[src/hftd_pkg.sv]
// Shared types and constants of the level-order Huffman tree loader and decoder.
// Used by hftd_front, hftd_back and the top level; depends on nothing.
package hftd_pkg;

    localparam int MAX_SYMBOLS = 256;
    localparam int MAX_NODES   = 512;

    localparam int SYM_W    = 8;
    localparam int SYM_AW   = $clog2(MAX_SYMBOLS);
    localparam int SYM_CW   = $clog2(MAX_SYMBOLS + 1);
    localparam int NODE_AW  = $clog2(MAX_NODES);
    localparam int NODE_CW  = $clog2(MAX_NODES + 1);
    localparam int NODE_W   = 10;

    localparam int QUEUE_DEPTH = 2;
    localparam int QPTR_W      = $clog2(QUEUE_DEPTH);
    localparam int QCNT_W      = $clog2(QUEUE_DEPTH + 1);

    typedef enum logic [1:0] {
        KIND_SYMBOL = 2'd0,
        KIND_SHAPE  = 2'd1,
        KIND_CODE   = 2'd2,
        KIND_CLEAR  = 2'd3
    } t_kind;

    typedef enum logic [1:0] {
        ERR_OK         = 2'd0,
        ERR_EARLY_CODE = 2'd1,
        ERR_SHAPE_OVF  = 2'd2,
        ERR_NO_SYMBOL  = 2'd3
    } t_err;

    typedef enum logic [3:0] {
        ST_IDLE     = 4'b0001,
        ST_LEAF_WR  = 4'b0010,
        ST_CUR_RD   = 4'b0100,
        ST_CHILD_RD = 4'b1000
    } t_state;

    typedef struct packed {
        t_kind            kind;
        logic             bit_req;
        logic [SYM_W-1:0] sym;
    } t_cmd;

endpackage

[src/hftd_front.sv]
// Front end: accepts requests, classifies them into commands and queues them.
// Depends on hftd_pkg.
module hftd_front (
    input  logic            i_clk,
    input  logic            i_rst_n,
    input  logic            start,
    output logic            busy,
    input  logic [1:0]      i_kind,
    input  logic            i_bit_req,
    input  logic [7:0]      i_symbol,
    output logic            o_cmd_valid,
    output hftd_pkg::t_cmd  o_cmd,
    input  logic            i_cmd_pop
);
    import hftd_pkg::*;

    t_cmd              r_q [QUEUE_DEPTH];
    logic [QPTR_W-1:0] r_wr_ptr, n_wr_ptr;
    logic [QPTR_W-1:0] r_rd_ptr, n_rd_ptr;
    logic [QCNT_W-1:0] r_count, n_count;
    t_cmd              cls_cmd;
    logic              push;

    // Classification: only the fields that matter to a command kind are kept.
    always_comb begin
        cls_cmd.kind    = t_kind'(i_kind);
        cls_cmd.bit_req = 1'b0;
        cls_cmd.sym     = '0;
        case (t_kind'(i_kind))
            KIND_SYMBOL: begin
                cls_cmd.sym = i_symbol;
            end
            KIND_SHAPE, KIND_CODE: begin
                cls_cmd.bit_req = i_bit_req;
            end
            default: begin
            end
        endcase
    end

    assign busy        = (r_count == QCNT_W'(QUEUE_DEPTH));
    assign push        = start && !busy;
    assign o_cmd_valid = (r_count != '0);
    assign o_cmd       = r_q[r_rd_ptr];

    always_comb begin
        n_wr_ptr = push      ? QPTR_W'(r_wr_ptr + 1'b1) : r_wr_ptr;
        n_rd_ptr = i_cmd_pop ? QPTR_W'(r_rd_ptr + 1'b1) : r_rd_ptr;
        n_count  = r_count;
        if (push && !i_cmd_pop) begin
            n_count = QCNT_W'(r_count + 1'b1);
        end else if (!push && i_cmd_pop) begin
            n_count = QCNT_W'(r_count - 1'b1);
        end
    end

    always_ff @(posedge i_clk) begin
        if (!i_rst_n) begin
            r_wr_ptr <= '0;
            r_rd_ptr <= '0;
            r_count  <= '0;
        end else begin
            r_wr_ptr <= n_wr_ptr;
            r_rd_ptr <= n_rd_ptr;
            r_count  <= n_count;
        end
    end

    always_ff @(posedge i_clk) begin
        if (push) begin
            r_q[r_wr_ptr] <= cls_cmd;
        end
    end

    a_count_bound: assert property (@(posedge i_clk) disable iff (!i_rst_n)
        r_count <= QCNT_W'(QUEUE_DEPTH))
        else $error("queue count beyond its depth");

    a_push_counts: assert property (@(posedge i_clk) disable iff (!i_rst_n)
        (push && !i_cmd_pop) |=> r_count == QCNT_W'($past(r_count) + 1'b1))
        else $error("queue count missed a push");

endmodule

[config.mk]
export PLATFORM = sky130hd
export DESIGN_NAME = hftd_front
export DESIGN_NICKNAME = d
export VERILOG_FILES = /design/src/hftd_pkg.sv /design/src/hftd_front.sv
export SDC_FILE = /design/constraint.sdc
export NUM_CORES = 1
export LEC_CHECK = 0
export BUFFER_PORTS_ARGS = -buffer_cell sky130_fd_sc_hd__buf_2
export CAP_MARGIN = 20
export CORE_MARGIN = 4
export CORE_UTILIZATION = 40
export DETAILED_ROUTE_END_ITERATION = 10
export PLACE_DENSITY = 0.67
export SLEW_MARGIN = 10
export SYNTH_ARGS = -nofsm -noshare
export SYNTH_HDL_FRONTEND = slang
export SYNTH_SLANG_ARGS = --single-unit
export TNS_END_PERCENT = 50
[constraint.sdc]
create_clock -name i_clk -period 1.3 [get_ports i_clk]
set_input_delay 0.065 -clock i_clk [delete_from_list [all_inputs] [get_ports i_clk]]
set_output_delay 0.065 -clock i_clk [all_outputs]
set_load 0.01 [all_outputs]
# --- Word-level counts from Yosys, hierarchy flattened ---
# Memory sizes are Yosys's and may differ from the RTL's. A register that Yosys moved wholly into a read port is not among the register bits.
# Cells that the tools add are included.
classes:
  addsub: 4
  n_eq_ne: 3
  muxes: 8
  reduce_logical: 10
op_table:
  columns: ["op", "count"]
  rows:
  - ["2-to-1 mux 8 bit", 1]
  - ["2-to-1 mux 1 bit", 5]
  - ["equality test 2 bit (second input constant)", 2]
  - ["2-to-1 mux 2 bit", 2]
  - ["nonzero test 2 bit", 2]
  - ["logical AND 1 bit", 3]
  - ["zero test 1 bit", 3]
  - ["adder 1 bit (second input constant)", 2]
  - ["adder 2 x 1 -> 2 bit (second input constant)", 1]
  - ["equality test 2 x 1 -> 1 bit (second input constant)", 1]
  - ["zero test 2 bit", 1]
  - ["OR reduction 2 bit", 1]
  - ["subtractor 2 x 1 -> 2 bit (second input constant)", 1]
totals:
  register_bits: 4
  ramBits: 22
  inputBits: 15
  out_inout_bits: 13
  wordCells: 29
  mem_count: 1
memory_table:
  columns: ["memory", "depth", "word_bits", "read_ports", "rd_clocked_by_memory_dff", "write_ports", "line_no", "rtl"]
  rows:
  - ["r_q", 2, 11, 1, 1, 1, "hftd_front.sv:17", "t_cmd r_q [QUEUE_DEPTH];"]

# --- Longest topological paths before layout ---
logic_depth:
  depth_word: 7
  ltp_mapped: 7

# --- Worst setup path before layout ---
# No wires, ideal clock.
synth_timing:
  path_kind: "flip-flop to flip-flop"
  startpoint: "register r_count[0]"
  endpoint: "register r_count[1]"
  setup_ns: 0.070
  arrival_time_ns: 1.404
  required_ns: 1.230
  setup_slack_ns: -0.174
  stages_incl_launch_ff: 7
  synth_period_minus_slack_ns: 1.474
  path_cell_list: "dfxtp_1 nand2b_1 inv_2 nor2_1 ha_1 or3_1 a21oi_1"
synth_via:
  elab_chain_cells: 6
synth_rtl:
  columns: ["item", "line_no", "rtl"]
  rows:
  - ["start: declaration", "hftd_front.sv:20", "logic [QCNT_W-1:0] r_count, n_count;"]
  - ["start signal: assignment", "hftd_front.sv:65", "r_count <= n_count;"]
  - ["equality test 2 bit (*)", "hftd_front.sv:41", "assign busy = (r_count == QCNT_W'(QUEUE_DEPTH));"]
  - ["named net busy", "hftd_front.sv:7", "output logic busy,"]
  - ["zero test 1 bit (*)", "hftd_front.sv:42", "assign push = start && !busy;"]
  - ["logical AND 1 bit (*)", "hftd_front.sv:42", null]
  - ["zero test 1 bit", "hftd_front.sv:52", "end else if (!push && i_cmd_pop) begin"]
  - ["logical AND 1 bit", "hftd_front.sv:52", null]
  - ["nonzero test 2 bit (no source line)", null, null]
# The timed path passes the listed nets; every way through them passes the cells marked *. The select of a mux whose other input is x is not followed.
# A chain may end at the register's enable or synchronous reset.

# --- Worst setup path after layout ---
layout_timing:
  startpoint: "register r_count[0]"
  endpoint: "register r_count[1]"
layout_via:
  elab_chain_cells: 6
layout_rtl:
  columns: ["item", "line_no"]
  rows:
  - ["equality test 2 bit", "hftd_front.sv:41"]
  - ["zero test 1 bit", "hftd_front.sv:42"]
  - ["logical AND 1 bit", "hftd_front.sv:42"]
  - ["zero test 1 bit", "hftd_front.sv:52"]
  - ["logical AND 1 bit", "hftd_front.sv:52"]
  - ["nonzero test 2 bit (no source line)", null]
# Several ways; a longest one is shown, not always the timed one. The select of a mux whose other input is x is not followed.

==> run metrics <==
status finished with violations; violated checks negative setup slack; post-CTS setup buffers 0; Mapped Area 0.00109 mm2; Simple-Gate Fraction of Synth Area 9.71%; Antenna diodes 0; Initial Util 43.0%; Critical Path AT between 1500 and 2000 ps; Ys Warns 0; Synth cell types 21; Fin Clk Skew 12.5 ps; Vias 672; final RePlAce weighted congestion 0.707; Synth async-reset ratio 0%; num rows 18; Placement Cell Area roughly 0.0014 mm2; GRT Total Usage 11.5%; # Max-Cap Violations 0; WL final 1940 um; Startpoint Class flip-flop; Synth Area per Inst 15.2 um2; multiplexer share of the synthesized area 11.3%; GR Overflow Total 0; required time of the critical path 1560 ps; die height 60.3 um; leakage 0.000672 uW; die width between 60 and 70 um; largest family of logic cells by synthesized area multiplexers; ys flop type edfxtp_1; # setup viols final 12; Cells after DPL between 100 and 150; hpwl dp 1420 um; I/O pin count 28; # fillers 210; post-route insts no fill 144; drt first-iter violations 10; CP Max Fanout 2; cell count after synthesis 72; Hold Crit Class in -> reg; maximum number of pins on one net before global-route repair 15; first-pass GRT wire length about 3000 um; initial antenna violation count 0; clock buffer count from CTS 3; Final Hold Vio Count 0; PwrDens 1310 mW/mm2; share of cells above drive strength 1 approximately half; CTS Sinks 27; register area share after synthesis 69.5%; Setup WS post-layout -114 ps; Crit Path Class reg -> reg; CTS tree yes; vias in the first global route 695; RSZ-0062 raised after global routing true; Worst-path clk slew roughly 150 ps; Final Max Slew Viols 0; number of synthesized flops with an enable pin 22; I/O Buffers 27; Root Buffer clkbuf_4; f_max 707 MHz; Post-DRT Antenna Nets 0; Tightest Pin Transition roughly 260 ps; adder-cell share of the synthesized area around 2.3%; drt drc 0; clk_lat worst skew 320 ps; Setup WS pre-CTS -120 ps; net total in the final layout 132; part of the cycle the worst path needs 109%; # H-tree levels 1; Via density 4.67; wire per inst ~13 um; cell area after layout 0.00156 mm2; CP endpoint kind flip-flop; area grow syn2layout 42.7%; Synth Net Count 89; Slew Limit Headroom between 80 and 90%; Worst VDD drop 0.821 mV; fin crit period 1410 ps; area share of xor/xnor cells in the synthesized design 2.40%; clk buf depth 2; Final Total Pwr 2040 uW; Compound-Gate Fraction of Synth Area 2.29%; Yosys reg bits 27; Pre-Repair DR Iteration Count 4; area of the die ~0.0036 mm2; total core area roughly 0.0025 mm2
==> cell type report <==
type                            count  area, um2  area share [%]
Clock buffer                        4       26.3            1.68
Inverter                            6       25.0            1.60
Multi-Input combinational cell     38        364            23.3
Sequential cell                    27        766            49.0
Tap cell                           30       37.5            2.40
Timing Repair Buffer               39        344            22.0
==> placed cells by master, fill, tap and decap left out, drive strengths merged <==
| master | count |
|---|---|
| nor3 | 1 |
| buf | 35 |
| nand2b | 1 |
| inv | 6 |
| o21a | 1 |
| a21oi | 1 |
| xor2 | 2 |
| and2 | 9 |
| ha | 2 |
| o21ai | 1 |
| dfxtp | 5 |
| clkbuf | 5 |
| or3 | 1 |
| xnor2 | 1 |
| nor2 | 4 |
| a21boi | 1 |
| mux2 | 11 |
| and3 | 1 |
| dlygate4sd3 | 3 |
| edfxtp | 22 |
| or2 | 1 |
==> worst max-delay path, cell delays in order (launching register included) <==
cell,delay (ps)
dfxtp_2,340
nand2b_4,140
inv_4,50
nor2_2,30
ha_2,160
xor2_1,140
or3_1,360
a21oi_2,140
==> metal layers <==
metal	vias up	global-route usage, %	wire [um]
li1	338	-	-
met1	318	11.3	708
met2	14	22.5	1100
met3	2	2.81	109
met4	0	4.75	18
met5	-	0	0
==> final timing paths <==
path,start,end,slack [ps],cells past startpoint
max,r_count[0]$_SDFFE_PN0P_,r_count[1]$_SDFFE_PN0P_,-110,7
min,i_cmd_pop,r_rd_ptr$_SDFFE_PN0P_,20,3
max reg2reg,r_count[0]$_SDFFE_PN0P_,r_count[1]$_SDFFE_PN0P_,-110,7
min reg2reg,r_rd_ptr$_SDFFE_PN0P_,r_rd_ptr$_SDFFE_PN0P_,540,2
==> synthesized netlist by cell type (all sizes together) (2+ instances only) <==
cell	number	area share, %
xor2	2	1.6
nor2	4	1.4
inv	6	2.1
edfxtp	22	60
mux2	11	11
dfxtp	5	9.1
ha	2	2.3
and2	9	5.1
==> kinds of logic after synthesis <==
family / count (synthesis)
flops: 27
simple gates: 18
mux: 11
buf+inv: 7
compound gates: 4
xor+xnor: 3
fa+ha+maj: 2
==> registers in the layout (all words and copies together) (netlist names), named ones only <==
register / cells
r_q: 22
r_count: 2
r_rd_ptr: 1
r_wr_ptr: 1
==> report_power, final <==
part           switching, uW  internal (uW)
clock                    234            120
sequential              38.8           1040
combinational            240            364
total                    513           1530
==> through the flow <==
stage	hold WS, ps	setup TNS (ps)	utilization (%)
floorplan	164	-1160	-
global placement	271	-56.8	53.6
detailed placement	281	-120	53.6
CTS	19.3	-465	59.9
global route	3.56	-1750	61.4
finish	18.2	-549	61.4
==> what timing repair did <==
item / CTS / global route
resized for setup: 22 / 3
hold endpoints to repair: 5 / 0
cloned: 0 / 1
hold buffers: 3 / 0
pin swaps: 3 / 0
endpoints found under the setup margin: 12 / 23
No activity file was read; power rests on OpenSTA's default activity.
